## src/hw/rtl/mfr_pkg.sv

```systemverilog
// Shared types and constants of the one-bit framebuffer to RGB565 expander.
package mfr_pkg;

  localparam int LANES            = 8;
  localparam int INDEX_W          = 18;
  localparam int COLOR_W          = 16;
  localparam int DIM_W            = 10;
  localparam int KIND_W           = 2;
  localparam int CFG_INDEX_W      = 3;
  localparam int CFG_DATA_W       = 16;
  localparam int COUNT_W          = 4;
  localparam int TOP_BAND_LAST    = 13;
  localparam int BOTTOM_BAND_ROWS = 18;

  localparam logic [KIND_W-1:0]  KIND_THEME  = 2'd0;
  localparam logic [KIND_W-1:0]  KIND_EPAPER = 2'd2;

  localparam logic [DIM_W-1:0]   WIDTH_RESET  = 10'd480;
  localparam logic [DIM_W-1:0]   HEIGHT_RESET = 10'd272;
  localparam logic [COLOR_W-1:0] WHITE        = 16'hFFFF;
  localparam logic [COLOR_W-1:0] BLACK        = 16'h0000;

  typedef enum logic [CFG_INDEX_W-1:0] {
    REG_DISPLAY_KIND = 3'd0,
    REG_FRAME_WIDTH  = 3'd1,
    REG_FRAME_HEIGHT = 3'd2,
    REG_THEME_FG     = 3'd3,
    REG_THEME_BG     = 3'd4,
    REG_PANEL_FG     = 3'd5,
    REG_PANEL_BG     = 3'd6,
    REG_ACCENT_COLOR = 3'd7
  } cfg_reg_t;

  typedef struct packed {
    logic [KIND_W-1:0]  display_kind;
    logic [DIM_W-1:0]   frame_width;
    logic [DIM_W-1:0]   frame_height;
    logic [COLOR_W-1:0] theme_fg;
    logic [COLOR_W-1:0] theme_bg;
    logic [COLOR_W-1:0] panel_fg;
    logic [COLOR_W-1:0] panel_bg;
    logic [COLOR_W-1:0] accent_color;
  } cfg_t;

  // Everything the lanes need to expand one byte.
  typedef struct packed {
    logic [7:0]         fb_byte;
    logic [INDEX_W-1:0] row_base;
    logic [INDEX_W-1:0] x0;
    logic [COUNT_W-1:0] count;
    logic [COLOR_W-1:0] fg;
    logic [COLOR_W-1:0] bg;
    logic [COLOR_W-1:0] accent;
    logic               accent_en;
    logic               frame_end;
  } byte_info_t;

  typedef struct packed {
    logic [INDEX_W-1:0] pixel_index;
    logic [COLOR_W-1:0] pixel_color;
    logic               last_of_byte;
    logic               frame_done;
  } pixel_t;

  typedef pixel_t [LANES-1:0] pixel_set_t;

endpackage

```

## src/hw/rtl/mfr_in_if.sv

```systemverilog
// Input channel carrying one framebuffer byte per beat.
interface mfr_in_if;
  logic       valid;
  logic       ready;
  logic [7:0] fb_byte;

  modport source (output valid, output fb_byte, input ready);
  modport sink   (input valid, input fb_byte, output ready);
endinterface

```

## src/hw/rtl/mfr_out_if.sv

```systemverilog
// Result channel carrying one RGB565 pixel per beat.
interface mfr_out_if;
  logic        valid;
  logic        ready;
  logic [17:0] pixel_index;
  logic [15:0] pixel_color;
  logic        last_of_byte;
  logic        frame_done;

  modport source (output valid, output pixel_index, output pixel_color,
                  output last_of_byte, output frame_done, input ready);
  modport sink   (input valid, input pixel_index, input pixel_color,
                  input last_of_byte, input frame_done, output ready);
endinterface

```

## src/hw/rtl/mfr_walker.sv

```systemverilog
// Row and byte position tracker that prepares the per-byte expansion data.
module mfr_walker #(
  parameter int MAX_WIDTH  = 512,
  parameter int MAX_HEIGHT = 512
) (
  input  logic                clk,
  input  logic                rst_n,
  input  mfr_pkg::cfg_t       cfg,
  input  logic                in_valid,
  input  logic [7:0]          in_byte,
  output logic                in_ready,
  output logic                info_valid,
  output mfr_pkg::byte_info_t info,
  input  logic                info_take
);
  import mfr_pkg::*;

  localparam int W_CAP = (MAX_WIDTH < 1023) ? MAX_WIDTH : 1023;
  localparam int H_CAP = (MAX_HEIGHT < 1023) ? MAX_HEIGHT : 1023;
  localparam int WB    = $clog2(W_CAP + 1);
  localparam int HB    = $clog2(H_CAP + 1);
  localparam int RB    = $clog2(H_CAP);
  localparam int CBN   = (W_CAP + 7) / 8;
  localparam int CB    = (CBN > 1) ? $clog2(CBN) : 1;
  localparam int PW    = RB + WB;

  logic [CB-1:0]      col_r, col_nxt;
  logic [RB-1:0]      row_r, row_nxt;
  logic               info_valid_r, info_valid_nxt;
  byte_info_t         info_r, info_nxt;

  logic [WB-1:0]      w;
  logic [HB-1:0]      h;
  logic [WB:0]        w_p7;
  logic [WB-3:0]      bytes_per_row;
  logic [RB-1:0]      r0;
  logic [CB-1:0]      c0;
  logic [RB:0]        r0_p1;
  logic [RB:0]        rw_p1;
  logic [CB:0]        c0_p1;
  logic [CB+2:0]      x0;
  logic [WB:0]        diff;
  logic [PW-1:0]      prod;
  logic               band;
  logic               accept;

  assign in_ready   = !info_valid_r || info_take;
  assign accept     = in_valid && in_ready;
  assign info_valid = info_valid_r;
  assign info       = info_r;

  always_comb begin
    if (cfg.frame_width == '0) begin
      w = WB'(1);
    end else if (32'(cfg.frame_width) > W_CAP) begin
      w = WB'(W_CAP);
    end else begin
      w = WB'(cfg.frame_width);
    end
    if (cfg.frame_height == '0) begin
      h = HB'(1);
    end else if (32'(cfg.frame_height) > H_CAP) begin
      h = HB'(H_CAP);
    end else begin
      h = HB'(cfg.frame_height);
    end
    w_p7          = {1'b0, w} + (WB+1)'(7);
    bytes_per_row = w_p7[WB:3];

    // Recover from a geometry change that left the counters out of range.
    r0 = row_r;
    c0 = col_r;
    if (32'(row_r) >= 32'(h)) begin
      r0 = '0;
      c0 = '0;
    end
    rw_p1 = {1'b0, r0} + (RB+1)'(1);
    if (32'(c0) >= 32'(bytes_per_row)) begin
      c0 = '0;
      r0 = (32'(rw_p1) >= 32'(h)) ? '0 : rw_p1[RB-1:0];
    end

    r0_p1 = {1'b0, r0} + (RB+1)'(1);
    c0_p1 = {1'b0, c0} + (CB+1)'(1);
    x0    = {c0, 3'b000};
    diff  = {1'b0, w} - (WB+1)'(x0);
    prod  = PW'(r0) * PW'(w);
    band  = (32'(r0) <= TOP_BAND_LAST) || (32'(h) < BOTTOM_BAND_ROWS) ||
            (32'(r0) + BOTTOM_BAND_ROWS >= 32'(h));

    info_nxt.fb_byte   = in_byte;
    info_nxt.row_base  = INDEX_W'(prod);
    info_nxt.x0        = INDEX_W'(x0);
    info_nxt.count     = (32'(diff) > LANES) ? COUNT_W'(LANES) : diff[COUNT_W-1:0];
    info_nxt.fg        = (cfg.display_kind == KIND_THEME) ? cfg.theme_fg : cfg.panel_fg;
    info_nxt.bg        = (cfg.display_kind == KIND_THEME) ? cfg.theme_bg : cfg.panel_bg;
    info_nxt.accent    = cfg.accent_color;
    info_nxt.accent_en = (cfg.display_kind == KIND_EPAPER) && band;
    info_nxt.frame_end = (32'(r0_p1) == 32'(h)) &&
                         (32'(c0_p1) == 32'(bytes_per_row));

    if (32'(c0_p1) >= 32'(bytes_per_row)) begin
      col_nxt = '0;
      row_nxt = (32'(r0_p1) >= 32'(h)) ? '0 : r0_p1[RB-1:0];
    end else begin
      col_nxt = c0_p1[CB-1:0];
      row_nxt = r0;
    end

    if (accept) begin
      info_valid_nxt = 1'b1;
    end else if (info_take) begin
      info_valid_nxt = 1'b0;
    end else begin
      info_valid_nxt = info_valid_r;
    end
  end

  always_ff @(posedge clk) begin
    if (!rst_n) begin
      col_r        <= '0;
      row_r        <= '0;
      info_valid_r <= 1'b0;
    end else begin
      info_valid_r <= info_valid_nxt;
      if (accept) begin
        col_r <= col_nxt;
        row_r <= row_nxt;
      end
    end
  end

  always_ff @(posedge clk) begin
    if (accept) begin
      info_r <= info_nxt;
    end
  end

endmodule

```

## src/hw/rtl/mfr_lane.sv

```systemverilog
// One expansion lane: turns one bit of the byte into a finished pixel.
module mfr_lane (
  input  mfr_pkg::byte_info_t info,
  input  logic [2:0]          lane_idx,
  output mfr_pkg::pixel_t     px
);
  import mfr_pkg::*;

  logic bit_set;
  logic is_last;

  always_comb begin
    bit_set = info.fb_byte[3'd7 - lane_idx];
    is_last = ({1'b0, lane_idx} + COUNT_W'(1)) == info.count;
    if (bit_set) begin
      px.pixel_color = info.bg;
    end else if (info.accent_en) begin
      px.pixel_color = info.accent;
    end else begin
      px.pixel_color = info.fg;
    end
    px.pixel_index  = info.row_base + info.x0 + INDEX_W'(lane_idx);
    px.last_of_byte = is_last;
    px.frame_done   = is_last && info.frame_end;
  end

endmodule

```

## src/hw/rtl/mfr_serializer.sv

```systemverilog
// Merging stage: holds the lane results of one byte and sends them in order.
module mfr_serializer (
  input  logic                  clk,
  input  logic                  rst_n,
  input  logic                  set_valid,
  input  mfr_pkg::pixel_set_t   set_in,
  input  logic [3:0]            set_count,
  output logic                  set_take,
  output logic                  out_valid,
  input  logic                  out_ready,
  output mfr_pkg::pixel_t       out_px
);
  import mfr_pkg::*;

  pixel_set_t         set_r;
  logic [COUNT_W-1:0] cnt_r;
  logic [2:0]         ptr_r, ptr_nxt;
  logic               valid_r, valid_nxt;
  logic               at_last;
  logic               out_fire;

  assign at_last   = ({1'b0, ptr_r} + COUNT_W'(1)) == cnt_r;
  assign out_fire  = valid_r && out_ready;
  assign set_take  = set_valid && (!valid_r || (out_fire && at_last));
  assign out_valid = valid_r;
  assign out_px    = set_r[ptr_r];

  always_comb begin
    ptr_nxt   = ptr_r;
    valid_nxt = valid_r;
    if (set_take) begin
      ptr_nxt   = '0;
      valid_nxt = 1'b1;
    end else if (out_fire) begin
      if (at_last) begin
        valid_nxt = 1'b0;
      end else begin
        ptr_nxt = ptr_r + 3'd1;
      end
    end
  end

  always_ff @(posedge clk) begin
    if (!rst_n) begin
      valid_r <= 1'b0;
      ptr_r   <= '0;
    end else begin
      valid_r <= valid_nxt;
      ptr_r   <= ptr_nxt;
    end
  end

  always_ff @(posedge clk) begin
    if (set_take) begin
      set_r <= set_in;
      cnt_r <= set_count;
    end
  end

endmodule

```

## src/hw/rtl/mono_framebuffer_to_rgb565.sv

```systemverilog
// Top level of the one-bit framebuffer to RGB565 pixel expander.
//
//   channel   dir  handshake      payload
//   in_beat   in   valid/ready    fb_byte[7:0]
//   out_beat  out  valid/ready    pixel_index[17:0], pixel_color[15:0],
//                                 last_of_byte, frame_done
//   cfg_*     in   cfg_we only    cfg_index[2:0], cfg_wdata[15:0]
//
// Each input byte produces one output beat per active pixel it covers, so a
// full byte gives eight pixels and a padded byte at the end of a row fewer;
// the one-pixel-wide output port carries them one per beat. An input beat
// passes the walker and serializer registers before its first pixel leaves.
// The next byte is accepted while the current one is still being sent, so
// bytes follow each other without gaps. Reset (rst_n low, synchronous)
// clears the row and byte counters, empties the pipeline and loads the
// default register values. A stall on the output holds the current pixel
// and fills the byte stage, after which in_beat.ready drops.
module mono_framebuffer_to_rgb565 #(
  parameter int MAX_WIDTH  = 512,
  parameter int MAX_HEIGHT = 512
) (
  input  logic                            clk,
  input  logic                            rst_n,
  mfr_in_if.sink                          in_beat,
  mfr_out_if.source                       out_beat,
  input  logic                            cfg_we,
  input  logic [mfr_pkg::CFG_INDEX_W-1:0] cfg_index,
  input  logic [mfr_pkg::CFG_DATA_W-1:0]  cfg_wdata
);
  import mfr_pkg::*;

  cfg_t        cfg_r;
  logic        info_valid;
  byte_info_t  info;
  logic        info_take;
  pixel_set_t  lane_px;
  pixel_t      out_px;
  logic        in_ready;
  logic        out_valid;

  // Config registers. User writes only while the block is idle; unchecked.
  always_ff @(posedge clk) begin
    if (!rst_n) begin
      cfg_r.display_kind <= KIND_THEME;
      cfg_r.frame_width  <= WIDTH_RESET;
      cfg_r.frame_height <= HEIGHT_RESET;
      cfg_r.theme_fg     <= WHITE;
      cfg_r.theme_bg     <= BLACK;
      cfg_r.panel_fg     <= WHITE;
      cfg_r.panel_bg     <= BLACK;
      cfg_r.accent_color <= BLACK;
    end else if (cfg_we) begin
      case (cfg_reg_t'(cfg_index))
        REG_DISPLAY_KIND: cfg_r.display_kind <= cfg_wdata[KIND_W-1:0];
        REG_FRAME_WIDTH:  cfg_r.frame_width  <= cfg_wdata[DIM_W-1:0];
        REG_FRAME_HEIGHT: cfg_r.frame_height <= cfg_wdata[DIM_W-1:0];
        REG_THEME_FG:     cfg_r.theme_fg     <= cfg_wdata;
        REG_THEME_BG:     cfg_r.theme_bg     <= cfg_wdata;
        REG_PANEL_FG:     cfg_r.panel_fg     <= cfg_wdata;
        REG_PANEL_BG:     cfg_r.panel_bg     <= cfg_wdata;
        REG_ACCENT_COLOR: cfg_r.accent_color <= cfg_wdata;
        default:          cfg_r              <= cfg_r;
      endcase
    end
  end

  // The walker tracks the position in the frame and registers the row base,
  // pixel count and colour choice for the byte.
  mfr_walker #(
    .MAX_WIDTH  (MAX_WIDTH),
    .MAX_HEIGHT (MAX_HEIGHT)
  ) u_walker (
    .clk        (clk),
    .rst_n      (rst_n),
    .cfg        (cfg_r),
    .in_valid   (in_beat.valid),
    .in_byte    (in_beat.fb_byte),
    .in_ready   (in_ready),
    .info_valid (info_valid),
    .info       (info),
    .info_take  (info_take)
  );

  assign in_beat.ready = in_ready;

  // Eight lanes expand all bits of the byte side by side.
  for (genvar g = 0; g < LANES; g++) begin : g_lane
    mfr_lane u_lane (
      .info     (info),
      .lane_idx (3'(g)),
      .px       (lane_px[g])
    );
  end

  // The serializer captures the lane results and sends them one per beat.
  mfr_serializer u_serializer (
    .clk       (clk),
    .rst_n     (rst_n),
    .set_valid (info_valid),
    .set_in    (lane_px),
    .set_count (info.count),
    .set_take  (info_take),
    .out_valid (out_valid),
    .out_ready (out_beat.ready),
    .out_px    (out_px)
  );

  assign out_beat.valid        = out_valid;
  assign out_beat.pixel_index  = out_px.pixel_index;
  assign out_beat.pixel_color  = out_px.pixel_color;
  assign out_beat.last_of_byte = out_px.last_of_byte;
  assign out_beat.frame_done   = out_px.frame_done;

endmodule
```

## src/flat_wrapper.sv

```systemverilog
// flat-port wrapper written by rule: the top's interface ports become plain ports
module mono_framebuffer_to_rgb565_flat import mfr_pkg::*;
#(
  parameter int MAX_WIDTH  = 512,
  parameter int MAX_HEIGHT = 512
)
  (clk, rst_n, cfg_we, cfg_index, cfg_wdata, in_beat_valid, in_beat_fb_byte, in_beat_ready, out_beat_valid, out_beat_pixel_index, out_beat_pixel_color, out_beat_last_of_byte, out_beat_frame_done, out_beat_ready);
  mfr_in_if in_beat_i ();
  mfr_out_if out_beat_i ();
  input  logic clk;
  input  logic rst_n;
  input  logic cfg_we;
  input  logic [mfr_pkg::CFG_INDEX_W-1:0] cfg_index;
  input  logic [mfr_pkg::CFG_DATA_W-1:0] cfg_wdata;
  input wire logic [$bits(in_beat_i.valid)-1:0] in_beat_valid;
  input wire logic [$bits(in_beat_i.fb_byte)-1:0] in_beat_fb_byte;
  output wire logic [$bits(in_beat_i.ready)-1:0] in_beat_ready;
  output wire logic [$bits(out_beat_i.valid)-1:0] out_beat_valid;
  output wire logic [$bits(out_beat_i.pixel_index)-1:0] out_beat_pixel_index;
  output wire logic [$bits(out_beat_i.pixel_color)-1:0] out_beat_pixel_color;
  output wire logic [$bits(out_beat_i.last_of_byte)-1:0] out_beat_last_of_byte;
  output wire logic [$bits(out_beat_i.frame_done)-1:0] out_beat_frame_done;
  input wire logic [$bits(out_beat_i.ready)-1:0] out_beat_ready;
  assign in_beat_i.valid = in_beat_valid;
  assign in_beat_i.fb_byte = in_beat_fb_byte;
  assign in_beat_ready = in_beat_i.ready;
  assign out_beat_valid = out_beat_i.valid;
  assign out_beat_pixel_index = out_beat_i.pixel_index;
  assign out_beat_pixel_color = out_beat_i.pixel_color;
  assign out_beat_last_of_byte = out_beat_i.last_of_byte;
  assign out_beat_frame_done = out_beat_i.frame_done;
  assign out_beat_i.ready = out_beat_ready;
  mono_framebuffer_to_rgb565 #(.MAX_WIDTH(MAX_WIDTH), .MAX_HEIGHT(MAX_HEIGHT)) u_core (.clk(clk), .rst_n(rst_n), .in_beat(in_beat_i), .out_beat(out_beat_i), .cfg_we(cfg_we), .cfg_index(cfg_index), .cfg_wdata(cfg_wdata));
endmodule
```

## config.mk

```make
export PLATFORM = sky130hd
export DESIGN_NAME = mono_framebuffer_to_rgb565_flat
export DESIGN_NICKNAME = d
export VERILOG_FILES = /design/src/hw/rtl/mfr_pkg.sv /design/src/hw/rtl/mfr_in_if.sv /design/src/hw/rtl/mfr_out_if.sv /design/src/hw/rtl/mfr_walker.sv /design/src/hw/rtl/mfr_lane.sv /design/src/hw/rtl/mfr_serializer.sv /design/src/hw/rtl/mono_framebuffer_to_rgb565.sv /design/src/flat_wrapper.sv
export SDC_FILE = /design/constraint.sdc
export NUM_CORES = 1
export LEC_CHECK = 0
export BUFFER_PORTS_ARGS = -buffer_cell sky130_fd_sc_hd__buf_2
export CORE_MARGIN = 2
export CORE_UTILIZATION = 33
export CTS_CLUSTER_DIAMETER = 30
export DETAILED_ROUTE_END_ITERATION = 10
export PLACE_DENSITY = 0.45
export SYNTH_ARGS = -nofsm -noshare
export SYNTH_HDL_FRONTEND = slang
export SYNTH_SLANG_ARGS = --single-unit
```

## constraint.sdc

```tcl
create_clock -name clk -period 16.3 [get_ports clk]
set_input_delay 2.445 -clock clk [delete_from_list [all_inputs] [get_ports clk]]
set_output_delay 2.445 -clock clk [all_outputs]
set_load 0.02 [all_outputs]
```

==> results by group <==
Timing
  – Final hold violations: 0
  – Max Slew Vio Count: 0
  – Setup tns final: 0 ns
  – Final min period: around 10 ns
  – Fmax: roughly 100 MHz
  – Worst hold slack: about 0.39 ns
  – # setup viols final: 0
  – RSZ-0062 raised after global routing: false
  – Worst Max-Slew Pin Slew: about 1.2 ns
  – Clock Skews: 0.101 ns
  – Slew headroom: between 10% and 20%
  – Final period utilization: between 60% and 70%

Placement
  – Inst Count DP: 3378
  – RePlAce Congestion: 0.874
  – Final HPWL from detailed placement: 47.7 mm
  – Buffers on Ports: 69

Power
  – Pwr/cell area: 138 nW/um2
  – LEAKAGE: 0.0123 uW
  – VDD IR max: roughly 0.10 mV

Worst setup path
  – Worst Setup Path Type: reg -> reg
  – Slowest cell on crit path: or2_1
  – Most frequent CP cell: ha_1
  – FF-to-FF setup slack: 6.34 ns
  – Worst reg-to-reg path cell count: 37
  – Req. time, crit path: 16.73 ns
  – Crit path capture type: register
  – Critical Path Source Type: register
  – Delay of the slowest critical-path stage: 0.77 ns
  – CP arrival: 10.40 ns
  – CP max FO: 25

Layout
  – Register area: 13500 um2
  – Layout cells sized above 1: between 20% and 30%
  – Fill count: around 7700
  – Multi-input gate area: 12900 um2
  – Layout Nets: 2632
  – Area growth syn-to-layout: 20.2%
  – Final non-filler cell total: roughly 3600

Hold path
  – Hold Crit Depth: 0
  – Hold Crit Class: reg -> reg

Die
  – Io pins: 70
  – Cell row count: around 110
  – Initial Utilization: 33.3%
  – Die X: just under 300 um
  – CORE AREA: 82100 um2
  – Die footprint: 85100 um2
  – Die height: 292 um

Routing
  – Post-route DRC: 0
  – Drt first pass iters: 5
  – Vias per cell: 5.02
  – Routed vias: 18000
  – Avg WL per Cell: 20.0 um
  – Final ANT Viol Nets: 0
  – Initial DRC Count: 1204
  – Post-Route WL: 72.0 mm

Clock tree
  – Post-CTS setup buffers: 0
  – CTS H-tree lvls: 3
  – CTS resizes: 0
  – Post-cts hold buffer count: 0
  – Clock sink total: 490
  – CTS buffer count: 115
  – Clock transition at the registers of the reported paths: 0.05 ns
  – Clock Latency Late Sink: 0.70 ns
  – CTS tree: done
  – Clock tree buffer depth: 3
  – Root Driver: clkbuf_16

Run status
  – Status: finished clean

Yosys
  – Largest area contributor in the netlist: edfxtp_1
  – Post-synth EDFFs: 368
  – Synth top cells by count: edfxtp_1, nand2_1, mux2_2
  – Synth Flop Type: edfxtp_1
  – Most frequent cell after synthesis: edfxtp_1
  – Cell Area, Synth: 27300 um2
  – Yosys Warn Count: 0
  – Seq/Total Area, Yosys: between 40% and 50%
  – Syn Area/Cell: 11.8 um2
  – Synth cell types: 88
  – Mapped Cells: 2324
  – Synth Net Count: ~2500
  – Asr flop ratio synth: 0%
  – Synth top area cells: edfxtp_1, dfxtp_1, mux2_2, mux4_2, ha_1
  – Yosys top cell area share: slightly above 40%
  – Flops & latches, synth: 490

GRT
  – Gr ovfl total: 0
  – Vias in the first global route: 18300
  – Number of antenna violations at the first check in global routing: 2
  – GRT Total Usage: 16.8%
  – Largest net degree at the start of global routing: 203
  – First-pass GRT wire length: 111 mm

Run
  – Max Cap Violations: 0
[cells by family (layout without fill, tap and decap cells)]
group / Yosys count / count (layout) / synth area share [%]
xor gates and xnor gates: 162 / 162 / 5.22
other: 0 / 1 / 0
AOI/OAI and AO/OA: 218 / 218 / 5.04
adders and majority gates: 175 / 175 / 9.60
DFF: 490 / 490 / 49.4
and+or+nand+nor: 753 / 753 / 12.7
buffers and inverters: 240 / 443 / 3.44
muxes: 286 / 286 / 14.6
[flip-flops by register name (all words and copies together), names as in the netlist]
| name | count |
|---|---|
| u_core.u_serializer.set_r | 278 |
| u_core.cfg_r | 102 |
| u_core.u_walker.info | 86 |
| u_core.u_walker.row_r | 9 |
| u_core.u_walker.col_r | 6 |
| u_core.u_serializer.cnt_r | 4 |
| u_core.u_serializer.ptr_r | 3 |
| u_core.u_serializer.out_valid | 1 |
| u_core.u_walker.info_valid | 1 |
[stage by stage]
step	cell area (um2)	util [%]	total power (uW)	worst slack, ns
5_1_grt	32800	40.0	4750	5.47
3_3_place_gp	28800	35.1	2240	6.71
2_1_floorplan	27300	-	2070	0.322
3_5_place_dp	28800	35.1	2250	6.48
6_report	32900	40.0	4540	6.34
4_1_cts	32800	40.0	4600	6.39
[where the power goes]
part / internal (uW) / total [uW] / leakage, uW / switching, uW
Clock: 1560 / 2320 / 0.00194 / 761
Combinational: 277 / 678 / 0.00587 / 400
Sequential: 1490 / 1550 / 0.00445 / 55.5
[cell usage in the layout, fill, tap and decap left out, types with 7 or more instances in the layout]
master and n:
a21o_1 11, a21oi_1 101, a31oi_1 7, and2_1 16
and3_1 16, buf_2 69, buf_4 27, bufinv_16 16
clkbuf_1 7, clkbuf_16 115, clkinv_1 18, clkinv_2 29
clkinv_4 12, clkinvlp_4 13, dfxtp_1 119, edfxtp_1 368
fa_1 58, ha_1 117, inv_1 119, mux2_2 212
mux4_2 69, nand2_1 334, nand2b_1 22, nand3_1 80
nand4_1 16, nor2_1 155, nor2b_1 15, nor3_1 37
nor3_2 10, o21a_1 12, o21ai_0 31, xnor2_1 115
xor2_1 44
[layer usage]
metal / routed length, um / vias to the layer above / track usage, %
li1: - / 8519 / -
met1: 34400 / 8982 / 24.1
met2: 32700 / 432 / 26.2
met3: 3450 / 112 / 2.72
met4: 1430 / 0 / 5.04
met5: 0 / - / 0
[worst max-delay path: cells and delay by family, from the launching register on]
kind / cells / cell delay, ns
buffers and inverters: 2 / 0.28
XOR/XNOR: 1 / 0.21
adder cells (fa/ha/maj): 9 / 2.90
flip-flops: 1 / 0.32
AND/OR/NAND/NOR: 10 / 2.88
AO/OA/AOI/OAI: 15 / 3.13
[cell type report]
cell class | count | area share, %
tap | 1070 | 4.08
sequential | 490 | 41.1
clock inverter | 95 | 3.32
clock buffer | 124 | 8.92
multi-input combinational | 1594 | 39.4
inverter | 127 | 1.48
timing repair buffer | 97 | 1.73
antenna | 1 | 0.00762
[worst paths after layout]
path | from | endpoint
worst max-delay path | u_core.cfg_r[85] | u_core.u_walker.info[88]
worst min-delay path | u_core.cfg_r[8] | u_core.u_walker.info[10]
worst max register to register | u_core.cfg_r[85] | u_core.u_walker.info[88]
worst min register to register | u_core.cfg_r[8] | u_core.u_walker.info[10]
Power figures use the tool's default switching activity.
